File: config.mk
export PLATFORM = sky130hd
export DESIGN_NAME = aligned_nnz_row_partition_flat
export DESIGN_NICKNAME = d
export VERILOG_FILES = /design/src/rtl/anrp_pkg.sv /design/src/rtl/anrp_in_if.sv /design/src/rtl/anrp_out_if.sv /design/src/rtl/aligned_nnz_row_partition.sv /design/src/rtl/anrp_front.sv /design/src/rtl/anrp_queue.sv /design/src/rtl/anrp_back.sv /design/src/flat_wrapper.sv
export SDC_FILE = /design/constraint.sdc
export NUM_CORES = 1
export LEC_CHECK = 0
export CAP_MARGIN = 20
export CORE_MARGIN = 5
export CORE_UTILIZATION = 45
export CTS_CLUSTER_SIZE = 30
export DETAILED_ROUTE_END_ITERATION = 10
export DONT_BUFFER_PORTS = 1
export MAX_ROUTING_LAYER = met4
export PLACE_DENSITY = 0.58
export SETUP_SLACK_MARGIN = 0.2
export SLEW_MARGIN = 20
export SYNTH_ARGS = -nofsm -noshare
export SYNTH_HDL_FRONTEND = slang
export SYNTH_SLANG_ARGS = --single-unit
File: constraint.sdc
create_clock -name clk -period 20.7 [get_ports clk]
set_clock_uncertainty 0.15 [all_clocks]
set_input_delay 3.105 -clock clk [delete_from_list [all_inputs] [get_ports clk]]
set_output_delay 3.105 -clock clk [all_outputs]
set_load 0.02 [all_outputs]
File: src/rtl/anrp_pkg.sv
// Shared constants and types for the aligned nonzero row partitioner.
package anrp_pkg;

  localparam int MAX_PARTS   = 64;
  localparam int IDX_W       = 7;
  localparam int NNZ_W       = 32;
  localparam int RUN_W       = 33;
  localparam int OUT_ROW_W   = 32;
  localparam int CFG_DATA_W  = 32;
  localparam int CFG_IDX_W   = 2;
  localparam int ALIGN_W     = 4;
  localparam int ALIGN_MAX   = (1 << ALIGN_W) - 1;
  localparam int QUEUE_DEPTH = 4;
  localparam int QPTR_W      = 2;
  localparam int QCNT_W      = 3;

  localparam logic [CFG_IDX_W-1:0] REG_PART_COUNT      = 2'd0;
  localparam logic [CFG_IDX_W-1:0] REG_SPLIT_THRESHOLD = 2'd1;
  localparam logic [CFG_IDX_W-1:0] REG_ALIGN_ROWS      = 2'd2;

  // One queued run of boundaries: indexes lo to hi, all ending at the same row.
  typedef struct packed {
    logic [IDX_W-1:0]     lo;
    logic [IDX_W-1:0]     hi;
    logic                 last;
    logic [OUT_ROW_W-1:0] row;
  } anrp_task_t;

endpackage

File: src/rtl/anrp_in_if.sv
// Input channel carrying one row nonzero count per transaction.
interface anrp_in_if;
  logic                       valid;
  logic                       ready;
  logic [anrp_pkg::NNZ_W-1:0] row_nnz;
  logic                       is_last_row;

  modport source (output valid, output row_nnz, output is_last_row, input ready);
  modport sink (input valid, input row_nnz, input is_last_row, output ready);
endinterface

File: src/rtl/anrp_out_if.sv
// Result channel carrying one partition boundary per transaction.
interface anrp_out_if;
  logic                           valid;
  logic                           ready;
  logic [anrp_pkg::IDX_W-1:0]     boundary_index;
  logic [anrp_pkg::OUT_ROW_W-1:0] boundary_row;
  logic                           last_boundary;

  modport source (output valid, output boundary_index, output boundary_row,
                  output last_boundary, input ready);
  modport sink (input valid, input boundary_index, input boundary_row,
                input last_boundary, output ready);
endinterface

File: src/rtl/aligned_nnz_row_partition.sv
// Top level of the aligned nonzero-balanced row partitioner.
// Usage: the input channel takes one transaction per sparse-matrix row, in
// order, carrying the row's nonzero count and a flag on the final row of the
// range. The result channel gives partition boundaries (index, exclusive end
// row, final flag); boundary 0 is always row 0 and is never sent.
// Configuration is written through the cfg_ port while no transaction is in
// flight; part_count, split_threshold and align_rows take effect at once.
// Throughput: one row per cycle while the queue is not full. A row that
// closes a partition gives one result; the final row gives a run of results
// up to part_count, all ending at the total row count. The back end's output
// register sets the rate of results: one per cycle while out_ch.ready holds.
// A result passes through the queue and then the output register after its
// row is accepted. A four-entry queue between classification and output lets
// rows keep flowing while the receiver stalls; once it fills, in_ch.ready drops.
// Reset returns the counts to zero, part_count and align_rows to 1 and
// split_threshold to 0; no clearing pass is needed.
module aligned_nnz_row_partition #(
  parameter int ROW_BITS = 32
) (
  input  logic                            clk,
  input  logic                            rst_n,
  anrp_in_if.sink                         in_ch,
  anrp_out_if.source                      out_ch,
  input  logic                            cfg_we,
  input  logic [anrp_pkg::CFG_IDX_W-1:0]  cfg_index,
  input  logic [anrp_pkg::CFG_DATA_W-1:0] cfg_data
);
  import anrp_pkg::*;

  logic       q_push;
  logic       q_full;
  logic       q_pop;
  logic       q_empty;
  anrp_task_t q_data;
  anrp_task_t q_head;

  anrp_front #(
    .ROW_BITS (ROW_BITS)
  ) u_front (
    .clk       (clk),
    .rst_n     (rst_n),
    .in_ch     (in_ch),
    .cfg_we    (cfg_we),
    .cfg_index (cfg_index),
    .cfg_data  (cfg_data),
    .q_full    (q_full),
    .q_push    (q_push),
    .q_data    (q_data)
  );

  anrp_queue u_queue (
    .clk       (clk),
    .rst_n     (rst_n),
    .push      (q_push),
    .push_data (q_data),
    .full      (q_full),
    .pop       (q_pop),
    .head      (q_head),
    .empty     (q_empty)
  );

  anrp_back u_back (
    .clk     (clk),
    .rst_n   (rst_n),
    .head    (q_head),
    .q_empty (q_empty),
    .q_pop   (q_pop),
    .out_ch  (out_ch)
  );

  // The front end must never write into a full queue.
  a_push_not_full: assert property (@(posedge clk) disable iff (!rst_n)
    q_push |-> !q_full)
    else $error("queue written while full");

  // The back end takes a run only when one is waiting.
  a_pop_not_empty: assert property (@(posedge clk) disable iff (!rst_n)
    q_pop |-> !q_empty)
    else $error("queue read while empty");

  // Every boundary sent lies between 1 and the largest part count.
  a_index_range: assert property (@(posedge clk) disable iff (!rst_n)
    out_ch.valid |-> (out_ch.boundary_index != '0) &&
                     (out_ch.boundary_index <= IDX_W'(MAX_PARTS)))
    else $error("boundary index out of range");

endmodule

File: src/rtl/anrp_front.sv
// Front end: configuration registers, running counts and boundary classification.
module anrp_front #(
  parameter int ROW_BITS = 32
) (
  input  logic                             clk,
  input  logic                             rst_n,
  anrp_in_if.sink                          in_ch,
  input  logic                             cfg_we,
  input  logic [anrp_pkg::CFG_IDX_W-1:0]   cfg_index,
  input  logic [anrp_pkg::CFG_DATA_W-1:0]  cfg_data,
  input  logic                             q_full,
  output logic                             q_push,
  output anrp_pkg::anrp_task_t             q_data
);
  import anrp_pkg::*;

  logic [IDX_W-1:0]     part_count_r;
  logic [NNZ_W-1:0]     thr_r;
  logic [ALIGN_W-1:0]   align_r;

  logic [RUN_W-1:0]     run_r, run_nxt;
  logic [ROW_BITS-1:0]  rows_r, rows_nxt;
  logic [IDX_W-1:0]     splits_r, splits_nxt;
  logic [ALIGN_W-1:0]   res_r   [2:ALIGN_MAX];
  logic [ALIGN_W-1:0]   res_nxt [2:ALIGN_MAX];

  logic                 accept;
  logic [RUN_W:0]       run_sum;
  logic [RUN_W-1:0]     run_sat;
  logic                 wrap;
  logic [ALIGN_MAX:0]   zero_vec;
  logic [IDX_W-1:0]     parts_eff;
  logic                 split_fire;
  logic                 emit_split;
  logic [IDX_W-1:0]     splits_after;

  assign in_ch.ready = !q_full;
  assign accept      = in_ch.valid && !q_full;

  always_comb begin
    if (part_count_r == '0) begin
      parts_eff = IDX_W'(1);
    end else if (part_count_r > IDX_W'(MAX_PARTS)) begin
      parts_eff = IDX_W'(MAX_PARTS);
    end else begin
      parts_eff = part_count_r;
    end
  end

  // The residue of the row count is kept for every possible alignment, so a
  // change of alignment between ranges or mid-range needs no divider.
  assign wrap = &rows_r;

  always_comb begin
    zero_vec    = '0;
    zero_vec[0] = 1'b1;
    zero_vec[1] = 1'b1;
    for (int d = 2; d <= ALIGN_MAX; d++) begin
      if (wrap || res_r[d] == ALIGN_W'(d - 1)) begin
        res_nxt[d] = '0;
      end else begin
        res_nxt[d] = res_r[d] + 1'b1;
      end
      zero_vec[d] = (res_nxt[d] == '0);
    end
  end

  always_comb begin
    run_sum      = {1'b0, run_r} + (RUN_W + 1)'(in_ch.row_nnz);
    run_sat      = run_sum[RUN_W] ? '1 : run_sum[RUN_W-1:0];
    rows_nxt     = rows_r + 1'b1;
    split_fire   = (run_sat >= RUN_W'(thr_r)) && zero_vec[align_r];
    emit_split   = split_fire && ((splits_r + 1'b1) < parts_eff);
    splits_after = splits_r + IDX_W'(emit_split);
    run_nxt      = split_fire ? '0 : run_sat;
    splits_nxt   = splits_after;

    q_data.row  = OUT_ROW_W'(rows_nxt);
    q_data.last = in_ch.is_last_row;
    if (in_ch.is_last_row) begin
      q_data.hi = parts_eff;
      if (emit_split) begin
        q_data.lo = splits_after;
      end else if (splits_after >= parts_eff) begin
        q_data.lo = parts_eff;
      end else begin
        q_data.lo = splits_after + 1'b1;
      end
    end else begin
      q_data.lo = splits_after;
      q_data.hi = splits_after;
    end
    q_push = accept && (emit_split || in_ch.is_last_row);
  end

  always_ff @(posedge clk) begin
    if (!rst_n) begin
      part_count_r <= IDX_W'(1);
      thr_r        <= '0;
      align_r      <= ALIGN_W'(1);
    end else if (cfg_we) begin
      case (cfg_index)
        REG_PART_COUNT:      part_count_r <= cfg_data[IDX_W-1:0];
        REG_SPLIT_THRESHOLD: thr_r        <= cfg_data[NNZ_W-1:0];
        REG_ALIGN_ROWS:      align_r      <= cfg_data[ALIGN_W-1:0];
        default: begin
        end
      endcase
    end
  end

  always_ff @(posedge clk) begin
    if (!rst_n) begin
      run_r    <= '0;
      rows_r   <= '0;
      splits_r <= '0;
      for (int d = 2; d <= ALIGN_MAX; d++) begin
        res_r[d] <= '0;
      end
    end else if (accept) begin
      if (in_ch.is_last_row) begin
        run_r    <= '0;
        rows_r   <= '0;
        splits_r <= '0;
        for (int d = 2; d <= ALIGN_MAX; d++) begin
          res_r[d] <= '0;
        end
      end else begin
        run_r    <= run_nxt;
        rows_r   <= rows_nxt;
        splits_r <= splits_nxt;
        for (int d = 2; d <= ALIGN_MAX; d++) begin
          res_r[d] <= res_nxt[d];
        end
      end
    end
  end

endmodule

File: src/rtl/anrp_queue.sv
// Short first-in first-out queue of boundary runs between front and back end.
module anrp_queue (
  input  logic                 clk,
  input  logic                 rst_n,
  input  logic                 push,
  input  anrp_pkg::anrp_task_t push_data,
  output logic                 full,
  input  logic                 pop,
  output anrp_pkg::anrp_task_t head,
  output logic                 empty
);
  import anrp_pkg::*;

  anrp_task_t          slot_r [QUEUE_DEPTH];
  logic [QPTR_W-1:0]   wr_ptr_r, rd_ptr_r;
  logic [QCNT_W-1:0]   count_r;

  assign full  = (count_r == QCNT_W'(QUEUE_DEPTH));
  assign empty = (count_r == '0);
  assign head  = slot_r[rd_ptr_r];

  always_ff @(posedge clk) begin
    if (push) begin
      slot_r[wr_ptr_r] <= push_data;
    end
  end

  always_ff @(posedge clk) begin
    if (!rst_n) begin
      wr_ptr_r <= '0;
      rd_ptr_r <= '0;
      count_r  <= '0;
    end else begin
      if (push) begin
        wr_ptr_r <= wr_ptr_r + 1'b1;
      end
      if (pop) begin
        rd_ptr_r <= rd_ptr_r + 1'b1;
      end
      case ({push, pop})
        2'b10:   count_r <= count_r + 1'b1;
        2'b01:   count_r <= count_r - 1'b1;
        default: count_r <= count_r;
      endcase
    end
  end

endmodule

File: src/rtl/anrp_back.sv
// Back end: walks each queued run of boundaries into the output register.
module anrp_back (
  input  logic                 clk,
  input  logic                 rst_n,
  input  anrp_pkg::anrp_task_t head,
  input  logic                 q_empty,
  output logic                 q_pop,
  anrp_out_if.source           out_ch
);
  import anrp_pkg::*;

  logic                 out_valid_r;
  logic [IDX_W-1:0]     out_idx_r;
  logic [OUT_ROW_W-1:0] out_row_r;
  logic                 out_last_r;
  logic                 busy_r;
  logic [IDX_W-1:0]     cur_r;

  logic                 load;
  logic                 issue;
  logic [IDX_W-1:0]     idx;
  logic                 at_end;

  assign load   = !out_valid_r || out_ch.ready;
  assign issue  = !q_empty && load;
  assign idx    = busy_r ? cur_r : head.lo;
  assign at_end = (idx == head.hi);
  assign q_pop  = issue && at_end;

  assign out_ch.valid          = out_valid_r;
  assign out_ch.boundary_index = out_idx_r;
  assign out_ch.boundary_row   = out_row_r;
  assign out_ch.last_boundary  = out_last_r;

  always_ff @(posedge clk) begin
    if (issue) begin
      out_idx_r  <= idx;
      out_row_r  <= head.row;
      out_last_r <= head.last && at_end;
      cur_r      <= idx + 1'b1;
    end
  end

  always_ff @(posedge clk) begin
    if (!rst_n) begin
      out_valid_r <= 1'b0;
      busy_r      <= 1'b0;
    end else begin
      if (load) begin
        out_valid_r <= issue;
      end
      if (issue) begin
        busy_r <= !at_end;
      end
    end
  end

endmodule
File: src/flat_wrapper.sv
// flat-port wrapper written by rule: the top's interface ports become plain ports
module aligned_nnz_row_partition_flat import anrp_pkg::*;
#(
  parameter int ROW_BITS = 32
)
  (clk, rst_n, cfg_we, cfg_index, cfg_data, in_ch_valid, in_ch_row_nnz, in_ch_is_last_row, in_ch_ready, out_ch_valid, out_ch_boundary_index, out_ch_boundary_row, out_ch_last_boundary, out_ch_ready);
  anrp_in_if in_ch_i ();
  anrp_out_if out_ch_i ();
  input  logic clk;
  input  logic rst_n;
  input  logic cfg_we;
  input  logic [anrp_pkg::CFG_IDX_W-1:0] cfg_index;
  input  logic [anrp_pkg::CFG_DATA_W-1:0] cfg_data;
  input wire logic [$bits(in_ch_i.valid)-1:0] in_ch_valid;
  input wire logic [$bits(in_ch_i.row_nnz)-1:0] in_ch_row_nnz;
  input wire logic [$bits(in_ch_i.is_last_row)-1:0] in_ch_is_last_row;
  output wire logic [$bits(in_ch_i.ready)-1:0] in_ch_ready;
  output wire logic [$bits(out_ch_i.valid)-1:0] out_ch_valid;
  output wire logic [$bits(out_ch_i.boundary_index)-1:0] out_ch_boundary_index;
  output wire logic [$bits(out_ch_i.boundary_row)-1:0] out_ch_boundary_row;
  output wire logic [$bits(out_ch_i.last_boundary)-1:0] out_ch_last_boundary;
  input wire logic [$bits(out_ch_i.ready)-1:0] out_ch_ready;
  assign in_ch_i.valid = in_ch_valid;
  assign in_ch_i.row_nnz = in_ch_row_nnz;
  assign in_ch_i.is_last_row = in_ch_is_last_row;
  assign in_ch_ready = in_ch_i.ready;
  assign out_ch_valid = out_ch_i.valid;
  assign out_ch_boundary_index = out_ch_i.boundary_index;
  assign out_ch_boundary_row = out_ch_i.boundary_row;
  assign out_ch_last_boundary = out_ch_i.last_boundary;
  assign out_ch_i.ready = out_ch_ready;
  aligned_nnz_row_partition #(.ROW_BITS(ROW_BITS)) u_core (.clk(clk), .rst_n(rst_n), .in_ch(in_ch_i), .out_ch(out_ch_i), .cfg_we(cfg_we), .cfg_index(cfg_index), .cfg_data(cfg_data));
endmodule
# == Word-level counts from Yosys, hierarchy flattened ==
# Memory sizes are Yosys's and may differ from the RTL's. A register that Yosys moved wholly into a read port is not among the register bits.
# Cells that the tools add are included.
# word_totals
regBits,171
ram_bits,244
in_bits,72
wordCells,212
mem_count,2
# op_classes
addsub,24
magnitude_cmp,5
n_eq_ne,20
n_mux,69
bitwise_logic,28
reduce_logical,49
# memory_table
memory,depth,width,read_ports,rd_ports_with_merged_regs,write_ports,line_no,text
u_core.u_queue.slot_r,4,47,1,1,1,anrp_queue.sv:14,anrp_task_t slot_r [QUEUE_DEPTH];
u_core.u_front.res_r,14,4,14,0,14,anrp_front.sv:24,logic [ALIGN_W-1:0] res_r [2:ALIGN_MAX];
# ops
op,count
4-bit two-way mux,42
33-bit two-way mux,3
"4-bit by 1-bit adder with 4-bit output, second input constant",14
4-bit logical NOT,14
7-bit two-way mux,6
33-bit by 32-bit adder with 34-bit output,1
33-bit by 32-bit >= comparator with 1-bit output,1
"32-bit by 1-bit adder with 32-bit output, second input constant",1
32-bit two-way mux,1
32-bit AND reduction,1
"4-bit == test, second input constant",7
1-bit bitwise OR,28
"7-bit by 1-bit adder with 7-bit output, second input constant",3
"4-bit by 3-bit == test with 1-bit output, second input constant",4
1-bit logical OR,16
14-bit two-way mux,1
1-bit two-way mux,12
"4-bit by 2-bit == test with 1-bit output, second input constant",2
7-bit by 1-bit adder with 7-bit output,1
7-bit == test,1
7-bit >= comparator,1
"7-bit greater-than comparator, second input constant",1
1-bit logical AND,7
7-bit logical NOT,1
17 further kinds,26

# == Depth between registers and ports, before layout ==
# An unclocked memory read counts as a cell.
# depth
depth_word,14
depth_mapped,34

# == Cells and area by module ==
# From an unflattened synthesis, not the netlist that was laid out.
# hier_totals
hier_cells,1769
hier_area_um2,20963.9
# by_module_without_submodules
module,n_inst,cells_per_inst,area_per_inst_um2,seq_area_each_um2
anrp_front,1,1387,11880.1,3983.8
anrp_queue,1,291,7257.0,5825.6
anrp_back,1,91,1826.8,1451.4

# == Worst setup path before layout ==
# OpenSTA, ideal clock, no wires.
# synth_path
path_kind,input to register
startpoint,input port in_ch_row_nnz[12]
endpoint,"memory u_core.u_queue.slot_r[0][46] (netlist name), data pin"
arrival_time_ns,9.393
setup_slack_ns,10.887
cell_stages,30
cell_sequence,ha_1 a21o_1 a221oi_1 o221ai_1 nand2_1 o311ai_1 nand3_1 clkbuf_1 o21ai_0 ha_1 a21oi_1 o21ai_0 a221oi_1 o211ai_1 o211ai_1 a21bo_2 o211ai_4 inv_1 ha_1 ha_1 xor2_1 ha_1 a21o_1 a211oi_1 o21bai_1 a21oi_1 clkbuf_1 o21ai_0 a31oi_1 a21oi_1
# synth_rtl
element,line_no,text
"start, declared",flat_wrapper.sv:15,input wire logic [$bits(in_ch_i.row_nnz)-1:0] in_ch_row_nnz;
"end, declared",anrp_queue.sv:14,

==> results.yml <==
final_layout:
  fin_area_um2: 23200
  drive_gt1_share_pct: 10.1
  utilization_pct: 50.2
  n_antenna_cell: 0
  layoutNonFillerInstCount: 2431
  syn_to_final_growth_pct: 11.1
  fin_nets: 1974
drt:
  vias_per_cell: 5.58
  dr.first_iter.drc_count: 748
  antenna_left: 0
  wl_per_cell_um: 19.0
  drc_errors: 0
  drtPass1Iterations: 5
  wl_um: 46200
  wl_met2_um: 22600
  wl_met1_um: 20700
  top_layer: "met4"
  wl_met3_um: 2040
  vias: 13600
global_routing:
  grt_max_degree: 81
  first_global_vias: 13400
  grt-ovfl-total: 0
  antenna_found_initial: 0
  grtUsageTotal_pct: 18.8
  grt_pass1_wl_um: 74300
placed_design:
  gp_congestion: 0.846
  dp_slack_ps: 8960
  post_dp_cell_area_um2: 21500
  dp_hpwl_um: 31800
  dp_cells: 2345
  io_buffers: 0
synthesis:
  yosys_warnings: 0
  ys.flop_type: "edfxtp_1"
  synth-seq-cells: 417
  syn_nets: 1978
  synth_top_area_share_pct: 41.9
  synth-edff-count: 291
  synth_cells: 1790
  yosysUniqueCellTypes: 80
  async_reset_ff_share_pct: 0
  synth.top_cells.by_area: "edfxtp_1 (42%), dfxtp_1 (12%), ha_1 (6.8%)"
  syn_area_um2: 20900
  synth_area_per_cell_um2: 11.7
  yosysSeqAreaShare_pct: 54.0
  synth_top_area_cell: "edfxtp_1"
floorplanning:
  ios: 114
  dieArea_um2: 50800
  start_util_pct: 45.2
  placementRows: 79
  fp.dieH_um: 225
  die_w_um: 225
  coreArea_um2: 46200
clocking:
  cts_sinks: 417
  cts_tree: "done"
  clockBufferDepth: 3
  cts.repair.resized: 0
  clkTransAtPathRegs_ps: 60
  h-tree-depth: 2
  cts_hold_buf: 0
  postCtsSetupBuffers: 0
  cts_buffers: 46
  root_buffer: "clkbuf_16"
  clk_latency_ps: 590
outcome:
  status: "finished, final reports clean"
sta:
  setup_violations: 0
  worst_slew_pin_slew_ps: 891
  fin_crit_ps: 10770
  rsz0062_at_grt: "false"
  slew_violations: 0
  timing.setup.tns_ps: 0
  relSlewSlack_pct: 40.6
  fmax_mhz: 92.9
  fin_crit_sh_pct: 52.0
  hold_viol: 0
  layout_setup_ws_ps: 9930
setup_path:
  crit_required_ps: 20880
  critPathLaunchType: "input pin"
  arrival_ps: 10940
  critPathCaptureType: "flop"
  cp_max_fo: 28
  critical_path_class: "input pin to flop"
run:
  maxCapViolCount: 0
worst_hold_path:
  hold_class: "flop to flop"
power_and_ir_drop:
  vdd_ir_drop_max_mv: 0.0740
  power_density_nw_per_um2: 89.7
  p_leak_nw: 8.34
==> worst max-delay path: stages <==
cell,delay [ps]
ha_1,260
a21oi_1,70
nand4b_1,270
a21oi_1,320
o21ai_1,150
o311ai_1,540
nand3_2,670
o21ai_0,380
ha_1,320
a21oi_1,140
o21ai_0,110
a221oi_1,430
o211ai_1,120
o211ai_1,330
a21bo_2,300
o211ai_4,400
inv_1,90
ha_1,230
ha_1,200
xor2_1,480
ha_1,340
a21o_1,150
a211oi_1,220
o21bai_1,120
a21oi_2,580
mux2i_1,260
mux2i_1,90
a21o_1,220
==> cells by family (layout without fill, tap and decap cells) <==
group	count (synthesis)	after routing	share of synthesized area (%)
compound gates	373	373	12.1
fa+ha+maj	116	116	7.03
buf+inv	171	205	3.17
mux	84	84	6.96
xor+xnor	91	91	3.82
simple gates	538	538	13.0
flops	417	417	54.0
==> per-layer routing <==
metal | up-vias | GRT usage, %
met3 | 61 | 3.43
met5 | - | -
met2 | 238 | 31.2
met1 | 6638 | 23.9
li1 | 6618 | -
met4 | 0 | 4.88
==> synth_stat cells, drive strengths merged (8+ instances only) <==
library cell,n
nor3b,17
nand2,175
and2,24
nand4,19
inv,102
a31oi,11
a211oi,10
a21o,26
mux4,47
a21boi,49
clkbuf,51
mux2i,32
edfxtp,291
nand2b,16
or3,8
xnor2,64
o211ai,11
a22oi,11
buf,17
a22o,40
o21ai,68
dfxtp,126
nor3,50
xor2,27
nor2b,31
ha,114
nor2,89
nand3,53
and3,22
a21oi,94
o21a,8
==> stage by stage <==
| step | power [W] | hold WS, ps |
|---|---|---|
| 4_1_cts | 0.00211 | 318 |
| 6_report | 0.00208 | 313 |
| 3_5_place_dp | 0.00121 | 309 |
| 3_3_place_gp | 0.00120 | 301 |
| 5_1_grt | 0.00217 | 337 |
| 2_1_floorplan | 0.00115 | 279 |
==> power breakdown <==
part / internal, W / total (W) / switching, W
logic: 0.0000831 / 0.000207 / 0.000124
registers: 0.000943 / 0.000981 / 0.0000384
clock network: 0.000539 / 0.000891 / 0.000352
total: 0.00157 / 0.00208 / 0.000514
==> layout make-up <==
type / count / area [µm²]
Fill cell: 4064 / 23000
Sequential cell: 417 / 11300
Multi-Input combinational cell: 1202 / 8980
Clock buffer: 56 / 1260
Tap cell: 607 / 759
Clock inverter: 30 / 414
Inverter: 103 / 387
Timing Repair Buffer: 16 / 120
==> flip-flops by register name (all words and copies together) (netlist names), named ones only <==
signal	cells
u_core.u_back.out_ch.last_boundary	1
u_core.u_front.res_r	56
u_core.u_front.thr_r	32
u_core.u_front.part_count_r	7
u_core.u_back.busy_r	1
u_core.u_front.rows_r	32
u_core.u_queue.wr_ptr_r	2
u_core.u_front.align_r	4
u_core.u_queue.count_r	3
u_core.u_back.out_ch.boundary_row	32
u_core.u_queue.slot_r	188
u_core.u_front.run_r	33
u_core.u_back.cur_r	7
u_core.u_back.out_ch.boundary_index	7
u_core.u_queue.rd_ptr_r	2
u_core.u_front.splits_r	7
u_core.u_back.out_ch.valid	1
==> placed cells by master (no fill, tap or decap), types with 18 or more instances in the layout <==
cell       instances
nor2_1            87
nor3_1            49
nand2_1          175
a21o_1            26
mux4_2            47
ha_1             114
nor2b_1           31
a22o_1            40
inv_1            101
o21ai_0           62
and3_1            22
clkbuf_16         47
a21boi_0          48
a21oi_1           90
nand3_1           50
edfxtp_1         291
and2_1            19
mux2i_1           31
nand4_1           18
xor2_1            27
dfxtp_1          124
xnor2_1           64
==> final timing paths <==
path,endpoint,startpoint,cells after the start,slack (ps)
min reg2reg,u_core.u_front.thr_r[19]$_SDFFE_PN0P_,u_core.u_front.thr_r[19]$_SDFFE_PN0P_,2,310
max reg2reg,u_core.u_queue.slot_r[1][40]$_DFFE_PP_,u_core.u_front.run_r[1]$_SDFFE_PN0P_,28,12110
min,u_core.u_front.thr_r[19]$_SDFFE_PN0P_,u_core.u_front.thr_r[19]$_SDFFE_PN0P_,2,310
max,u_core.u_queue.slot_r[1][40]$_DFFE_PP_,in_ch_row_nnz[1],28,9930
Note: power is estimated with default switching activity, not from simulation.
